`config.mk`:
```
export PLATFORM = sky130hd
export DESIGN_NAME = wind_speed_average_and_gust_flat
export DESIGN_NICKNAME = d
export VERILOG_FILES = /design/src/rtl/wsag_pkg.sv /design/src/rtl/wsag_if.sv /design/src/rtl/wind_speed_average_and_gust.sv /design/src/rtl/wsag_accum.sv /design/src/rtl/wsag_muldiv.sv /design/src/flat_wrapper.sv
export VERILOG_INCLUDE_DIRS = /design/src /design/src/rtl
export SDC_FILE = /design/constraint.sdc
export NUM_CORES = 1
export LEC_CHECK = 0
export BUFFER_PORTS_ARGS = -buffer_cell sky130_fd_sc_hd__buf_2
export CAP_MARGIN = 20
export CELL_PAD_IN_SITES_DETAIL_PLACEMENT = 1
export CELL_PAD_IN_SITES_GLOBAL_PLACEMENT = 2
export CORE_AREA = 2 2 312 191
export CTS_CLUSTER_SIZE = 14
export DETAILED_ROUTE_END_ITERATION = 6
export DIE_AREA = 0 0 314 193
export MAX_ROUTING_LAYER = met4
export PLACE_DENSITY_LB_ADDON = 0.1
export SYNTH_ARGS = -nofsm -noshare
export SYNTH_HDL_FRONTEND = slang
export SYNTH_SLANG_ARGS = --single-unit
```
`constraint.sdc`:
```
create_clock -name clk -period 6.2 [get_ports clk]
set_input_delay 0.31 -clock clk [delete_from_list [all_inputs] [get_ports clk]]
set_output_delay 0.31 -clock clk [all_outputs]
set_load 0.03 [all_outputs]
```
`src/rtl/wind_speed_average_and_gust_defines.svh`:
```
// Assertion macros shared by the wind speed average and gust RTL.
// Included by the top level; relies on nothing else.
`ifndef WIND_SPEED_AVERAGE_AND_GUST_DEFINES_SVH
`define WIND_SPEED_AVERAGE_AND_GUST_DEFINES_SVH

// Same-cycle implication, disabled during reset
`define WSAG_ASSERT_IMP(label, clk, rst_n, ante, cons) \
    label: assert property (@(posedge clk) disable iff (!rst_n) (ante) |-> (cons)) \
        else $error("wsag assertion failed");

// Next-cycle implication, disabled during reset
`define WSAG_ASSERT_NEXT(label, clk, rst_n, ante, cons) \
    label: assert property (@(posedge clk) disable iff (!rst_n) (ante) |=> (cons)) \
        else $error("wsag assertion failed");

`endif

```
`src/rtl/wsag_pkg.sv`:
```
// Package for the wind speed average and gust block: widths, register
// indexes, state types and shared structs. Depends on nothing.
`timescale 1ns / 1ps

package wsag_pkg;

    localparam int PULSE_W    = 10;
    localparam int SPEED_W    = 16;
    localparam int GL_W       = 6;
    localparam int SCALE_W    = 16;
    localparam int GATE_SUM_W = 16;
    localparam int RPT_SUM_W  = 32;
    localparam int RPT_SEC_W  = 16;
    localparam int DIV_W      = 20;
    localparam int PROD_W     = 48;
    localparam int REM_W      = 36;
    localparam int CNT_W      = 4;
    localparam int CFG_IDX_W  = 1;
    localparam int CFG_DATA_W = 16;

    localparam logic [GL_W-1:0]    GL_RESET    = 6'd3;
    localparam logic [SCALE_W-1:0] SCALE_RESET = 16'd667;

    // Configuration register indexes
    localparam logic [CFG_IDX_W-1:0] REG_GATE_LENGTH = 1'd0;
    localparam logic [CFG_IDX_W-1:0] REG_SPEED_SCALE = 1'd1;

    // Input operation codes
    localparam logic OP_TICK   = 1'b0;
    localparam logic OP_REPORT = 1'b1;

    typedef enum logic [1:0] {
        TOP_IDLE,
        TOP_AVG,
        TOP_GUST,
        TOP_HOLD
    } wsag_top_state_t;

    typedef enum logic [1:0] {
        MD_IDLE,
        MD_MUL,
        MD_CHK,
        MD_DIV
    } wsag_md_state_t;

    // Report totals as seen by the sequencer (partial gate folded in)
    typedef struct packed {
        logic [RPT_SUM_W-1:0]  pulses;
        logic [RPT_SEC_W-1:0]  secs;
        logic [GATE_SUM_W-1:0] maxg;
    } wsag_view_t;

    // Request to the serial multiply/divide unit
    typedef struct packed {
        logic                 start;
        logic [RPT_SUM_W-1:0] mcand;
        logic [SCALE_W-1:0]   mplier;
        logic [DIV_W-1:0]     divisor;
    } wsag_md_req_t;

    // Status from the serial multiply/divide unit
    typedef struct packed {
        logic               busy;
        logic [SPEED_W-1:0] quot;
    } wsag_md_stat_t;

    // 10 * x by shift and add
    function automatic logic [DIV_W-1:0] times_ten(input logic [RPT_SEC_W-1:0] x);
        logic [DIV_W-1:0] xe;
        xe = {{(DIV_W-RPT_SEC_W){1'b0}}, x};
        return (xe << 3) + (xe << 1);
    endfunction

endpackage

```
`src/rtl/wsag_if.sv`:
```
// Channel interfaces for the wind speed average and gust block:
// input items, result items and configuration writes. Depends on wsag_pkg.
`timescale 1ns / 1ps

interface wsag_sample_if import wsag_pkg::*; ();
    logic               valid;
    logic               ready;
    logic               op;
    logic [PULSE_W-1:0] pulses_this_second;

    modport source (output valid, output op, output pulses_this_second, input ready);
    modport sink   (input valid, input op, input pulses_this_second, output ready);
endinterface

interface wsag_result_if import wsag_pkg::*; ();
    logic               valid;
    logic               ready;
    logic [SPEED_W-1:0] avg_speed_cms;
    logic [SPEED_W-1:0] gust_speed_cms;

    modport source (output valid, output avg_speed_cms, output gust_speed_cms, input ready);
    modport sink   (input valid, input avg_speed_cms, input gust_speed_cms, output ready);
endinterface

interface wsag_cfg_if import wsag_pkg::*; ();
    logic                  valid;
    logic                  ready;
    logic [CFG_IDX_W-1:0]  index;
    logic [CFG_DATA_W-1:0] data;

    modport source (output valid, output index, output data, input ready);
    modport sink   (input valid, input index, input data, output ready);
endinterface

```
`src/rtl/wind_speed_average_and_gust.sv`:
```
// Wind speed average and gust, top level.
// Channels: sample (input items: op, pulses_this_second), result (avg and
// gust speed in cm/s), cfg (register writes: index 0 gate_length, index 1
// speed_scale). Each channel moves a transaction on valid && ready.
// A tick (op 0) is absorbed and gives no result. A report
// (op 1) snapshots and clears the totals, then runs the shared serial
// multiply/divide unit twice, each run a multiply, a range check and a
// divide; the divide is skipped when the quotient saturates or the
// divisor is zero. Sample ready returns in the same cycle as the result
// turns valid, so a report holds off the input until the result is valid.
// The result sits in an output register until taken; while it waits, ticks
// are still accepted, and a following report computes but holds its result
// until the register frees. Reset clears all totals, loads gate_length 3
// and speed_scale 667, and leaves the result channel empty.
// cfg is always ready.
// Depends on wsag_pkg, wsag_if, wsag_accum, wsag_muldiv and the defines header.
`timescale 1ns / 1ps
`include "wind_speed_average_and_gust_defines.svh"

module wind_speed_average_and_gust import wsag_pkg::*;
(
    input  logic       clk,
    input  logic       rst_n,
    wsag_sample_if.sink   sample,
    wsag_result_if.source result,
    wsag_cfg_if.sink      cfg
);

    logic [GL_W-1:0]    gate_length_reg;
    logic [SCALE_W-1:0] speed_scale_reg;

    wsag_top_state_t    state_reg, state_next;
    logic [GATE_SUM_W-1:0] maxg_reg, maxg_next;
    logic [SPEED_W-1:0] avg_reg, avg_next;
    logic               out_valid_reg, out_valid_next;
    logic [SPEED_W-1:0] out_avg_reg, out_avg_next;
    logic [SPEED_W-1:0] out_gust_reg, out_gust_next;

    logic               accept;
    logic               is_tick;
    logic               is_report;
    logic               out_free;
    wsag_view_t         view;
    wsag_md_req_t       md_req;
    wsag_md_stat_t      md_stat;

    // Configuration registers
    assign cfg.ready = 1'b1;

    always_ff @(posedge clk or negedge rst_n)
    begin
        if (!rst_n)
        begin
            gate_length_reg <= GL_RESET;
            speed_scale_reg <= SCALE_RESET;
        end
        else if (cfg.valid)
        begin
            case (cfg.index)
                REG_GATE_LENGTH: gate_length_reg <= cfg.data[GL_W-1:0];
                REG_SPEED_SCALE: speed_scale_reg <= cfg.data[SCALE_W-1:0];
                default: ;
            endcase
        end
    end

    // Input handshake
    assign sample.ready = (state_reg == TOP_IDLE);
    assign accept       = sample.valid && sample.ready;
    assign is_tick      = accept && (sample.op == OP_TICK);
    assign is_report    = accept && (sample.op == OP_REPORT);
    assign out_free     = !out_valid_reg || result.ready;

    wsag_accum u_accum (
        .clk         (clk),
        .rst_n       (rst_n),
        .tick        (is_tick),
        .pulses      (sample.pulses_this_second),
        .clear       (is_report),
        .gate_length (gate_length_reg),
        .view        (view)
    );

    wsag_muldiv u_muldiv (
        .clk   (clk),
        .rst_n (rst_n),
        .req   (md_req),
        .stat  (md_stat)
    );

    // Report sequencer
    always_comb
    begin
        state_next     = state_reg;
        maxg_next      = maxg_reg;
        avg_next       = avg_reg;
        out_valid_next = out_valid_reg && !result.ready;
        out_avg_next   = out_avg_reg;
        out_gust_next  = out_gust_reg;
        md_req.start   = 1'b0;
        md_req.mcand   = view.pulses;
        md_req.mplier  = speed_scale_reg;
        md_req.divisor = times_ten(view.secs);
        case (state_reg)
            TOP_IDLE:
            begin
                if (is_report)
                begin
                    md_req.start = 1'b1;
                    maxg_next    = view.maxg;
                    state_next   = TOP_AVG;
                end
            end
            TOP_AVG:
            begin
                md_req.mcand   = {{(RPT_SUM_W-GATE_SUM_W){1'b0}}, maxg_reg};
                md_req.divisor = times_ten({{(RPT_SEC_W-GL_W){1'b0}}, gate_length_reg});
                if (!md_stat.busy)
                begin
                    avg_next     = md_stat.quot;
                    md_req.start = 1'b1;
                    state_next   = TOP_GUST;
                end
            end
            TOP_GUST, TOP_HOLD:
            begin
                if (!md_stat.busy)
                begin
                    if (out_free)
                    begin
                        out_valid_next = 1'b1;
                        out_avg_next   = avg_reg;
                        out_gust_next  = md_stat.quot;
                        state_next     = TOP_IDLE;
                    end
                    else
                    begin
                        state_next = TOP_HOLD;
                    end
                end
            end
            default:
            begin
                state_next = TOP_IDLE;
            end
        endcase
    end

    always_ff @(posedge clk or negedge rst_n)
    begin
        if (!rst_n)
        begin
            state_reg     <= TOP_IDLE;
            out_valid_reg <= 1'b0;
        end
        else
        begin
            state_reg     <= state_next;
            out_valid_reg <= out_valid_next;
        end
    end

    // Payload registers
    always_ff @(posedge clk)
    begin
        maxg_reg     <= maxg_next;
        avg_reg      <= avg_next;
        out_avg_reg  <= out_avg_next;
        out_gust_reg <= out_gust_next;
    end

    assign result.valid          = out_valid_reg;
    assign result.avg_speed_cms  = out_avg_reg;
    assign result.gust_speed_cms = out_gust_reg;

    // Checks
    `WSAG_ASSERT_IMP(a_idle_unit_free, clk, rst_n, state_reg == TOP_IDLE, !md_stat.busy)
    `WSAG_ASSERT_NEXT(a_report_clears, clk, rst_n, is_report, view.pulses == '0 && view.secs == '0 && view.maxg == '0)
    `WSAG_ASSERT_NEXT(a_report_starts_unit, clk, rst_n, is_report, md_stat.busy && state_reg == TOP_AVG)

endmodule

```
`src/rtl/wsag_accum.sv`:
```
// Per-second pulse accumulation: gate total, report totals and largest
// gate total, with saturation. Depends on wsag_pkg.
`timescale 1ns / 1ps

module wsag_accum import wsag_pkg::*;
(
    input  logic               clk,
    input  logic               rst_n,
    input  logic               tick,
    input  logic [PULSE_W-1:0] pulses,
    input  logic               clear,
    input  logic [GL_W-1:0]    gate_length,
    output wsag_view_t         view
);

    logic [GATE_SUM_W-1:0] gps_reg, gps_next;
    logic [GL_W-1:0]       gsd_reg, gsd_next;
    logic [RPT_SUM_W-1:0]  rps_reg, rps_next;
    logic [RPT_SEC_W-1:0]  rss_reg, rss_next;
    logic [GATE_SUM_W-1:0] mgs_reg, mgs_next;

    logic [GATE_SUM_W:0]   gsum_ext;
    logic [GATE_SUM_W-1:0] gsum_sat;
    logic [GL_W-1:0]       gsec_inc;
    logic                  gate_end;
    logic [RPT_SUM_W:0]    rps_ext;
    logic [RPT_SEC_W:0]    rss_ext;
    logic [RPT_SUM_W:0]    vp_ext;
    logic [RPT_SEC_W:0]    vs_ext;

    // Tick arithmetic
    always_comb
    begin
        gsum_ext = {1'b0, gps_reg} + {{(GATE_SUM_W+1-PULSE_W){1'b0}}, pulses};
        gsum_sat = gsum_ext[GATE_SUM_W] ? '1 : gsum_ext[GATE_SUM_W-1:0];
        gsec_inc = gsd_reg + {{(GL_W-1){1'b0}}, 1'b1};
        gate_end = (gsec_inc >= gate_length);
        rps_ext  = {1'b0, rps_reg} + {{(RPT_SUM_W+1-GATE_SUM_W){1'b0}}, gsum_sat};
        rss_ext  = {1'b0, rss_reg} + {{(RPT_SEC_W+1-GL_W){1'b0}}, gsec_inc};
    end

    // Next state: clear on report, fold gate on gate end
    always_comb
    begin
        gps_next = gps_reg;
        gsd_next = gsd_reg;
        rps_next = rps_reg;
        rss_next = rss_reg;
        mgs_next = mgs_reg;
        if (clear)
        begin
            gps_next = '0;
            gsd_next = '0;
            rps_next = '0;
            rss_next = '0;
            mgs_next = '0;
        end
        else if (tick)
        begin
            if (gate_end)
            begin
                if (gsum_sat > mgs_reg)
                    mgs_next = gsum_sat;
                rps_next = rps_ext[RPT_SUM_W] ? '1 : rps_ext[RPT_SUM_W-1:0];
                rss_next = rss_ext[RPT_SEC_W] ? '1 : rss_ext[RPT_SEC_W-1:0];
                gps_next = '0;
                gsd_next = '0;
            end
            else
            begin
                gps_next = gsum_sat;
                gsd_next = gsec_inc;
            end
        end
    end

    always_ff @(posedge clk or negedge rst_n)
    begin
        if (!rst_n)
        begin
            gps_reg <= '0;
            gsd_reg <= '0;
            rps_reg <= '0;
            rss_reg <= '0;
            mgs_reg <= '0;
        end
        else
        begin
            gps_reg <= gps_next;
            gsd_reg <= gsd_next;
            rps_reg <= rps_next;
            rss_reg <= rss_next;
            mgs_reg <= mgs_next;
        end
    end

    // Report view with the unfinished gate folded in
    always_comb
    begin
        vp_ext      = {1'b0, rps_reg} + {{(RPT_SUM_W+1-GATE_SUM_W){1'b0}}, gps_reg};
        vs_ext      = {1'b0, rss_reg} + {{(RPT_SEC_W+1-GL_W){1'b0}}, gsd_reg};
        view.pulses = vp_ext[RPT_SUM_W] ? '1 : vp_ext[RPT_SUM_W-1:0];
        view.secs   = vs_ext[RPT_SEC_W] ? '1 : vs_ext[RPT_SEC_W-1:0];
        view.maxg   = (gps_reg > mgs_reg) ? gps_reg : mgs_reg;
    end

endmodule

```
`src/rtl/wsag_muldiv.sv`:
```
// Serial multiply then divide: q = min(mcand * mplier / divisor, 65535),
// 0 for a zero divisor. One multiplier bit, then one quotient bit, per cycle.
// Depends on wsag_pkg.
`timescale 1ns / 1ps

module wsag_muldiv import wsag_pkg::*;
(
    input  logic          clk,
    input  logic          rst_n,
    input  wsag_md_req_t  req,
    output wsag_md_stat_t stat
);

    wsag_md_state_t       state_reg, state_next;
    logic [CNT_W-1:0]     cnt_reg, cnt_next;
    logic [RPT_SUM_W-1:0] a_reg, a_next;
    logic [SCALE_W-1:0]   b_reg, b_next;
    logic [DIV_W-1:0]     d_reg, d_next;
    logic [PROD_W-1:0]    acc_reg, acc_next;
    logic [REM_W-1:0]     dsh_reg, dsh_next;
    logic [SPEED_W-1:0]   q_reg, q_next;

    logic [PROD_W-1:0]    addend;
    logic [PROD_W-1:0]    sat_limit;
    logic                 fits;
    logic [REM_W-1:0]     rem_diff;

    always_comb
    begin
        addend    = b_reg[SCALE_W-1] ? {{(PROD_W-RPT_SUM_W){1'b0}}, a_reg} : '0;
        sat_limit = {{(PROD_W-DIV_W-SPEED_W){1'b0}}, d_reg, {SPEED_W{1'b0}}};
        fits      = (acc_reg[REM_W-1:0] >= dsh_reg);
        rem_diff  = acc_reg[REM_W-1:0] - dsh_reg;
    end

    // Sequencer: multiply, range check, divide
    always_comb
    begin
        state_next = state_reg;
        cnt_next   = cnt_reg;
        a_next     = a_reg;
        b_next     = b_reg;
        d_next     = d_reg;
        acc_next   = acc_reg;
        dsh_next   = dsh_reg;
        q_next     = q_reg;
        case (state_reg)
            MD_IDLE:
            begin
                if (req.start)
                begin
                    a_next     = req.mcand;
                    b_next     = req.mplier;
                    d_next     = req.divisor;
                    acc_next   = '0;
                    cnt_next   = '1;
                    state_next = MD_MUL;
                end
            end
            MD_MUL:
            begin
                // MSB-first shift and add
                acc_next = {acc_reg[PROD_W-2:0], 1'b0} + addend;
                b_next   = {b_reg[SCALE_W-2:0], 1'b0};
                cnt_next = cnt_reg - {{(CNT_W-1){1'b0}}, 1'b1};
                if (cnt_reg == '0)
                    state_next = MD_CHK;
            end
            MD_CHK:
            begin
                if (d_reg == '0)
                begin
                    q_next     = '0;
                    state_next = MD_IDLE;
                end
                else if (acc_reg >= sat_limit)
                begin
                    q_next     = '1;
                    state_next = MD_IDLE;
                end
                else
                begin
                    // quotient fits in 16 bits; remainder fits in REM_W
                    q_next     = '0;
                    dsh_next   = {1'b0, d_reg, {(SPEED_W-1){1'b0}}};
                    cnt_next   = '1;
                    state_next = MD_DIV;
                end
            end
            MD_DIV:
            begin
                // restoring division, one quotient bit per cycle
                if (fits)
                    acc_next = {acc_reg[PROD_W-1:REM_W], rem_diff};
                q_next   = {q_reg[SPEED_W-2:0], fits};
                dsh_next = {1'b0, dsh_reg[REM_W-1:1]};
                cnt_next = cnt_reg - {{(CNT_W-1){1'b0}}, 1'b1};
                if (cnt_reg == '0)
                    state_next = MD_IDLE;
            end
            default:
            begin
                state_next = MD_IDLE;
            end
        endcase
    end

    always_ff @(posedge clk or negedge rst_n)
    begin
        if (!rst_n)
        begin
            state_reg <= MD_IDLE;
            cnt_reg   <= '0;
        end
        else
        begin
            state_reg <= state_next;
            cnt_reg   <= cnt_next;
        end
    end

    // Datapath registers
    always_ff @(posedge clk)
    begin
        a_reg   <= a_next;
        b_reg   <= b_next;
        d_reg   <= d_next;
        acc_reg <= acc_next;
        dsh_reg <= dsh_next;
        q_reg   <= q_next;
    end

    assign stat.busy = (state_reg != MD_IDLE);
    assign stat.quot = q_reg;

endmodule

```
`src/flat_wrapper.sv`:
```
// flat-port wrapper written by rule: the top's interface ports become plain ports
module wind_speed_average_and_gust_flat import wsag_pkg::*;
  (clk, rst_n, sample_valid, sample_op, sample_pulses_this_second, sample_ready, result_valid, result_avg_speed_cms, result_gust_speed_cms, result_ready, cfg_valid, cfg_index, cfg_data, cfg_ready);
  wsag_sample_if sample_i ();
  wsag_result_if result_i ();
  wsag_cfg_if cfg_i ();
  input  logic clk;
  input  logic rst_n;
  input wire logic [$bits(sample_i.valid)-1:0] sample_valid;
  input wire logic [$bits(sample_i.op)-1:0] sample_op;
  input wire logic [$bits(sample_i.pulses_this_second)-1:0] sample_pulses_this_second;
  output wire logic [$bits(sample_i.ready)-1:0] sample_ready;
  output wire logic [$bits(result_i.valid)-1:0] result_valid;
  output wire logic [$bits(result_i.avg_speed_cms)-1:0] result_avg_speed_cms;
  output wire logic [$bits(result_i.gust_speed_cms)-1:0] result_gust_speed_cms;
  input wire logic [$bits(result_i.ready)-1:0] result_ready;
  input wire logic [$bits(cfg_i.valid)-1:0] cfg_valid;
  input wire logic [$bits(cfg_i.index)-1:0] cfg_index;
  input wire logic [$bits(cfg_i.data)-1:0] cfg_data;
  output wire logic [$bits(cfg_i.ready)-1:0] cfg_ready;
  assign sample_i.valid = sample_valid;
  assign sample_i.op = sample_op;
  assign sample_i.pulses_this_second = sample_pulses_this_second;
  assign sample_ready = sample_i.ready;
  assign result_valid = result_i.valid;
  assign result_avg_speed_cms = result_i.avg_speed_cms;
  assign result_gust_speed_cms = result_i.gust_speed_cms;
  assign result_i.ready = result_ready;
  assign cfg_i.valid = cfg_valid;
  assign cfg_i.index = cfg_index;
  assign cfg_i.data = cfg_data;
  assign cfg_ready = cfg_i.ready;
  wind_speed_average_and_gust u_core (.clk(clk), .rst_n(rst_n), .sample(sample_i), .result(result_i), .cfg(cfg_i));
endmodule
```
Word-level counts from Yosys, hierarchy flattened
Index checks and enable logic that the tools add are counted.
{ "word_totals": {"ff_bits": 349, "in_bits": 33} }
{ "op_classes": {"bitwise": 4, "n_eq_ne": 15, "n_reduce_logical": 35, "n_lt_le_gt_ge": 5, "mux": 57, "add_sub_neg": 11} }
{ "op_table": {"columns": ["cell", "count"], "rows": [
  ["$mux W16", 18],
  ["$mux W32", 6],
  ["$pmux W48 S3", 1],
  ["$mux W36", 3],
  ["$pmux W36 S2", 1],
  ["$add A32 B16 Y33", 2],
  ["$pmux W16 S2", 2],
  ["$add A48 B48 Y48", 1],
  ["$ge A48 B36 Y1", 1],
  ["$mux W48", 1],
  ["$ge A36 B36 Y1", 1],
  ["$sub A36 B36 Y36", 1],
  ["$add A16 B6 Y17", 2],
  ["$gt A16 B16 Y1", 2],
  ["$reduce_and A3 Y1", 8],
  ["$add A19 B17 Y20", 1],
  ["$logic_not A20 Y1", 1],
  ["$mux W20", 1],
  ["$mux W2", 9],
  ["$mux W6", 3],
  ["$add A16 B10 Y17", 1],
  ["$ne A2 B2 Y1 const B", 8],
  ["$reduce_and A2 Y1", 7],
  ["$mux W4", 3],
  ["other kinds (21)", 43]
]} }

Depth between registers and ports, before layout
{ "logic_depth": {"ltp_word": 7, "mapped_depth": 23, "depth_no_buf": 22} }

Hierarchy
Synthesis repeated with hierarchy kept, for this count alone.
{ "hier_totals": {"cells_unflattened": 2469, "area_unflattened_um2": 23765.3} }
{ "modules_own_cells": {"columns": ["module", "cells_each", "area_each_um2", "n_inst"], "rows": [
  ["wsag_muldiv", 1131, 11287.1, 1],
  ["wsag_accum", 993, 8250.4, 1],
  ["wind_speed_average_and_gust", 345, 4227.8, 1]
]} }

Worst setup path before layout
No wires, ideal clock.
{ "synth_path": {"kind": "register -> register", "start": "register u_core.u_muldiv.acc_reg[21]", "end": "register u_core.u_muldiv.dsh_reg[0], enable pin", "path_slack_ns": 1.286, "period_less_slack_ns": 4.914, "path_buffers": 0, "path_stages_with_launch": 11, "required_ns": 5.719, "arrival_ns": 4.433, "cell_sequence": "edfxtp_1 ha_1 a21o_1 a21oi_1 nor2b_1 o31ai_1 o2111ai_1 a31oi_1 o2111a_1 nand2_1 a21boi_0"} }
{ "synth_via": {"elab_chain_cells": 3} }
{ "synth_rtl": {"columns": ["item", "line", "text"], "rows": [
  ["start: declaration", "wsag_muldiv.sv:19", "logic [PROD_W-1:0] acc_reg, acc_next;"],
  ["start signal: assignment", "wsag_muldiv.sv:128", "acc_reg <= acc_next;"],
  ["$ge A48 B36 Y1", "wsag_muldiv.sv:76", "else if (acc_reg >= sat_limit)"],
  ["$ne A2 B2 Y1 (no line)", null, null],
  ["$reduce_and A3 Y1 (no line)", null, null],
  ["end signal: assignment", "wsag_muldiv.sv:129", "dsh_reg <= dsh_next;"],
  ["end: declaration", "wsag_muldiv.sv:20", "logic [REM_W-1:0] dsh_reg, dsh_next;"]
]} }
No other way between the ends.
A chain may end at the register's enable or synchronous reset.

Worst setup path in the final report
{ "layout_path": {"start": "register u_core.u_accum.gps_reg[0]", "end": "register u_core.u_accum.mgs_reg[5]"} }
{ "layout_via": {"elab_chain_cells": 6, "word_cells_on_any_way": 9, "classes_between": "1 x add/sub; 1 x order compare; 5 x mux; 2 x reduce/logical"} }
{ "layout_rtl": {"columns": ["item", "line", "text"], "rows": [
  ["start: declaration", "wsag_accum.sv:16", "logic [GATE_SUM_W-1:0] gps_reg, gps_next;"],
  ["start signal: assignment", "wsag_accum.sv:89", "gps_reg <= gps_next;"],
  ["$add A16 B10 Y17 (*)", "wsag_accum.sv:34", "gsum_ext = {1'b0, gps_reg} + {{(GATE_SUM_W+1-PULSE_W){1'b0}}, pulses};"],
  ["$mux W16 (*)", "wsag_accum.sv:35", "gsum_sat = gsum_ext[GATE_SUM_W] ? '1 : gsum_ext[GATE_SUM_W-1:0];"],
  ["branches (longest 4 deep; another with $gt A16 B16 Y1)", null, null],
  ["end signal: assignment", "wsag_accum.sv:93", "mgs_reg <= mgs_next;"],
  ["end: declaration", "wsag_accum.sv:20", "logic [GATE_SUM_W-1:0] mgs_reg, mgs_next;"]
]} }
Every way passes the cells marked *. The select of a mux whose other input is x is not followed.

==> flow_summary_export.csv <==
group,metric,value,unit
worst_setup_path,rr_endpoint,"u_core.u_accum.mgs_reg[5]",
timing,fin_crit_sh,0.9093,
global_routing,grt_max_degree,73,
cells_and_area,seqCellArea,9846,um^2
pwr,power,0.01450,W
floorplan,die_height,193,um
worst_setup_path,crit_required,6.68,ns
clocking,cts-buffers-inserted,39,
timing,fin_skew,0.03216,ns
clocking,cts.sink_count,347,
worst_setup_path,worstPathMaxFanout,19,
cells_and_area,filler_cell_count,6548,
worst_setup_path,reg2reg_slack,0.56,ns
hold_path,min_to,"u_core.state_reg[0]",
clocking,cts_buffer_depth,3,
worst_setup_path,slowest_delay,0.53,ns
synthesis,net_count_after_synthesis,2710,
place,gp_congestion,0.9093,
timing,finalMaxSlewViolations,0,
hold_path,hold_start,"result_ready",
worst_setup_path,critical_path.cell_chain,"ha_1, fa_1, a21o_1, a21oi_1, o21bai_1, a21o_1, a41o_1, nor3b_1, buf_4, nor2_1, inv_1, ha_1, nor2b_1, o21ai_0, nand2b_1, a21oi_1, o21ai_0, a211oi_1, a211o_1, buf_4, nand2b_1, o21ai_1",
drt,drt_first_pass_iters,6,
drt,total_routed_wirelength,72510,um
timing,grt_setup_unrepaired,"no",
global_routing,wire_length_of_the_first_global_routing_pass,114300,um
clocking,cts_setup_buffers,0,
timing,fin_setup_tns,0,ns
place,post-place-ws,0.6539,ns
hold_path,holdCritPathClass,"in -> reg",
place,place.port_buffers,66,
floorplan,fp.coreArea,58100,um^2
floorplan,die-area,60600,um^2
worst_setup_path,timing.critical_path.to_type,"flip-flop",
worst_setup_path,worst_path_max_delay_cell,"sky130_fd_sc_hd__o21ai_0",
worst_setup_path,worst-r2r-cell-count,22,
hold_path,hold-path-cell-count,4,
pwr,cellPowerDensity,556.5,nW/um^2
worst_setup_path,worstSetupStartpointType,"flip-flop",
synthesis,ys_dominant_reg_cell,"sky130_fd_sc_hd__edfxtp_1",
floorplan,floorplan.initialDensity,0.4032,
cells_and_area,final_net_count,2762,
floorplan,boundaryPins,68,
clocking,clock-root-buffer,"sky130_fd_sc_hd__clkbuf_16",
drt,drt_initial_violations,1310,
clocking,clock_insertion_delay_worst_skew,0.59,ns
drt,top_layer_used,"met4",
global_routing,first_global_vias,19460,
timing,finalSetupViolCount,0,
global_routing,global_route.overflow_total,0,
synthesis,synth-seq-cells,347,
cells_and_area,area.growth.synth_to_final,11.25,%
worst_setup_path,rr_startpoint,"u_core.u_accum.gps_reg[0]",
drt,detailroute.wirelength.met3,3225,um
global_routing,antenna_found_initial,2,
synthesis,ys_seq_area_frac,0.4203,
clocking,ctsResizeCount,0,
drt,vias_per_cell,5.691,
floorplan,placement_rows,69,
timing,fin_ws,0.5622,ns
cells_and_area,fraction_of_final_layout_cells_sized_beyond_drive_strength_1,0.09557,
timing,fin_crit,5.638,ns
synthesis,ys_async_sr_fraction,0.3372,
drt,vias,18980,
clocking,cts_hold_repair.buffers,17,
timing,timing.fmax,177.4,MHz
global_routing,gr-usage-all-layers,0.2493,
worst_setup_path,timing.setup.critical_path_class,"reg -> reg",
pwr,clockPowerShare,0.171,
drt,route.layer.met1.wl,37710,um
floorplan,die-width,314,um
pwr,combinationalPowerShare,0.549,
synthesis,post_synth.cell_area_avg,9.480,um^2
timing,maxSlewHeadroom,0.3261,
pwr,max-vdd-ir-drop,0.2717,mV
cells_and_area,largest_register_ffs,48,
drt,wirelength_per_cell,21.74,um
clocking,cts.clk_slew.worst_paths,0.06,ns
drt,remaining_number_of_nets_flagged_by_the_antenna_check_after_routing,0,
pwr,share_seq_of_total_power,0.280,
pwr,netSwitchingPower,0.006559,W
timing,max_slew.worst_pin.slew,1.011,ns
status,status,"finished clean",
timing,timing.final.hold_violations,0,
drt,met2_length,30350,um
synthesis,netlist-cell-type-count,95,
place,dp_hpwl,55320,um
synthesis,synthesis.area,23420,um^2
job,maxCapViolations,0,
clocking,cts_tree,"built",
worst_setup_path,worst_ep_arrival_time,6.11,ns
pwr,internal_power,0.007942,W
synthesis,synth-edff-count,230,
synthesis,syn-instance-count,2471,
pwr,switching_share,0.4523,
clocking,h_tree_depth_reported_by_cts,2,
drt,drc,0,
synthesis,synth_warnings,0,
pwr,power_leakage,11.15,nW
cells_and_area,multiInputGateArea,12650,um^2
## layout make-up
type / instances / area share
timing repair buffer: 108 / 0.02669
clock buffer: 48 / 0.03956
clock inverter: 23 / 0.01080
antenna: 1 / 0.00009602
sequential: 347 / 0.3778
inverter: 153 / 0.02204
multi-input combinational: 1874 / 0.4855
tap: 781 / 0.03750
## placed cells by master (no fill, tap or decap), drive strengths merged, types with 11 or more instances in the layout
cell type | netlist | layout
a211oi | 26 | 26
a21o | 80 | 80
a21oi | 178 | 178
a31oi | 44 | 44
and2 | 63 | 63
and3 | 23 | 23
buf | 14 | 90
clkbuf | 83 | 49
clkinv | 2 | 15
dfrtp | 109 | 109
dlygate4sd3 | 0 | 17
edfxtp | 230 | 230
ha | 197 | 197
inv | 151 | 152
mux2 | 40 | 40
mux2i | 12 | 12
nand2 | 261 | 261
nand2b | 21 | 21
nand3 | 53 | 53
nand4 | 22 | 22
nor2 | 201 | 201
nor2b | 24 | 24
nor3 | 43 | 43
nor4 | 14 | 14
o211ai | 16 | 16
o21a | 36 | 36
o21ai | 190 | 190
o21bai | 16 | 16
o22ai | 11 | 11
o31ai | 15 | 15
or2 | 17 | 17
or3 | 18 | 18
xnor2 | 79 | 79
xor2 | 44 | 44
## worst max path at each step
stage | startpoint | to | slack [ns] | cells past startpoint
final | u_core.u_accum.gps_reg[0] | u_core.u_accum.mgs_reg[5] | 0.56 | 22
after global routing | u_core.u_accum.gps_reg[0] | u_core.u_accum.mgs_reg[0] | 0.17 | 22
after CTS | u_core.u_accum.gps_reg[0] | u_core.u_accum.rps_reg[27] | 0.66 | 21
after detailed placement | sample_pulses_this_second[0] | u_core.u_accum.rps_reg[27] | 0.65 | 24
after global placement | sample_pulses_this_second[0] | u_core.u_accum.rps_reg[27] | 0.82 | 24
after floorplan | u_core.u_muldiv.acc_reg[21] | u_core.u_muldiv.dsh_reg[0] | 1.29 | 10
## cell families after synthesis
logic type      Yosys count  synth area share
simple gates            789            0.1596
compound gates          703            0.1954
fa+ha+maj               206            0.1129
mux                      52           0.02436
other cells               1         0.0001601
xor+xnor                123           0.04599
buf+inv                 250           0.04134
flops                   347            0.4203
## worst max-delay path: cells and delay by family, from the launching register on
kind            cells  cell delay (ns)
compound gates     11             2.55
simple gates        5             1.12
fa+ha+maj           3             0.95
buf+inv             3             0.53
flops               1             0.41
## per-layer routing
layer / vias to the layer above / GRT usage
met5: - / -
met3: 85 / 0.03743
met1: 9499 / 0.3691
li1: 9070 / -
met2: 327 / 0.3594
met4: 0 / 0.05116
## through the flow
| step | hold WS, ns | util | cell area, um^2 | instances |
|---|---|---|---|---|
| 4_1_cts | 0.05825 | 0.4481 | 26040 | 3332 |
| 5_1_grt | 0.1062 | 0.4485 | 26060 | 3334 |
| 2_1_floorplan | 0.01441 | - | 23430 | 2471 |
| 3_3_place_gp | 0.4026 | 0.4226 | 24550 | 3244 |
| 6_report | 0.08480 | 0.4485 | 26060 | 3335 |
| 3_5_place_dp | 0.4056 | 0.4226 | 24550 | 3244 |
## Yosys cell counts, types with 11 or more instances
cell	count	area, um^2
sky130_fd_sc_hd__nand2_1	259	972.2
sky130_fd_sc_hd__edfxtp_1	230	6907
sky130_fd_sc_hd__nor2_1	201	754.5
sky130_fd_sc_hd__ha_1	197	2465
sky130_fd_sc_hd__a21oi_1	176	880.8
sky130_fd_sc_hd__inv_1	151	566.8
sky130_fd_sc_hd__o21ai_0	150	750.7
sky130_fd_sc_hd__dfrtp_1	109	2728
sky130_fd_sc_hd__clkbuf_1	83	311.6
sky130_fd_sc_hd__a21o_1	80	600.6
sky130_fd_sc_hd__xnor2_1	79	691.9
sky130_fd_sc_hd__and2_1	63	394.1
sky130_fd_sc_hd__nand3_1	53	265.3
sky130_fd_sc_hd__xor2_1	44	385.4
sky130_fd_sc_hd__a31oi_1	43	269.0
sky130_fd_sc_hd__nor3_1	42	210.2
sky130_fd_sc_hd__mux2_2	39	439.2
sky130_fd_sc_hd__o21ai_1	38	190.2
sky130_fd_sc_hd__o21a_1	35	262.8
sky130_fd_sc_hd__nor2b_1	24	150.1
sky130_fd_sc_hd__a211oi_1	23	172.7
sky130_fd_sc_hd__nand4_1	22	137.6
sky130_fd_sc_hd__nand2b_1	21	131.4
sky130_fd_sc_hd__and3_1	20	125.1
sky130_fd_sc_hd__or3_1	18	112.6
sky130_fd_sc_hd__o21bai_1	16	120.1
sky130_fd_sc_hd__o211ai_1	15	112.6
sky130_fd_sc_hd__o31ai_1	15	112.6
sky130_fd_sc_hd__nor4_1	14	87.58
sky130_fd_sc_hd__or2_2	13	81.33
sky130_fd_sc_hd__mux2i_1	12	120.1
sky130_fd_sc_hd__o22ai_1	11	68.82
## power by group through the flow
stage / Combinational, W / Sequential, W / Clock, W
finish: 0.00797 / 0.00406 / 0.00248
global route: 0.00887 / 0.00414 / 0.00263
CTS: 0.00792 / 0.00406 / 0.00254
detailed placement: 0.00785 / 0.00410 / 0
global placement: 0.00761 / 0.00408 / 0
floorplan: 0.00569 / 0.00387 / 0
Power figures use the tool's default switching activity.
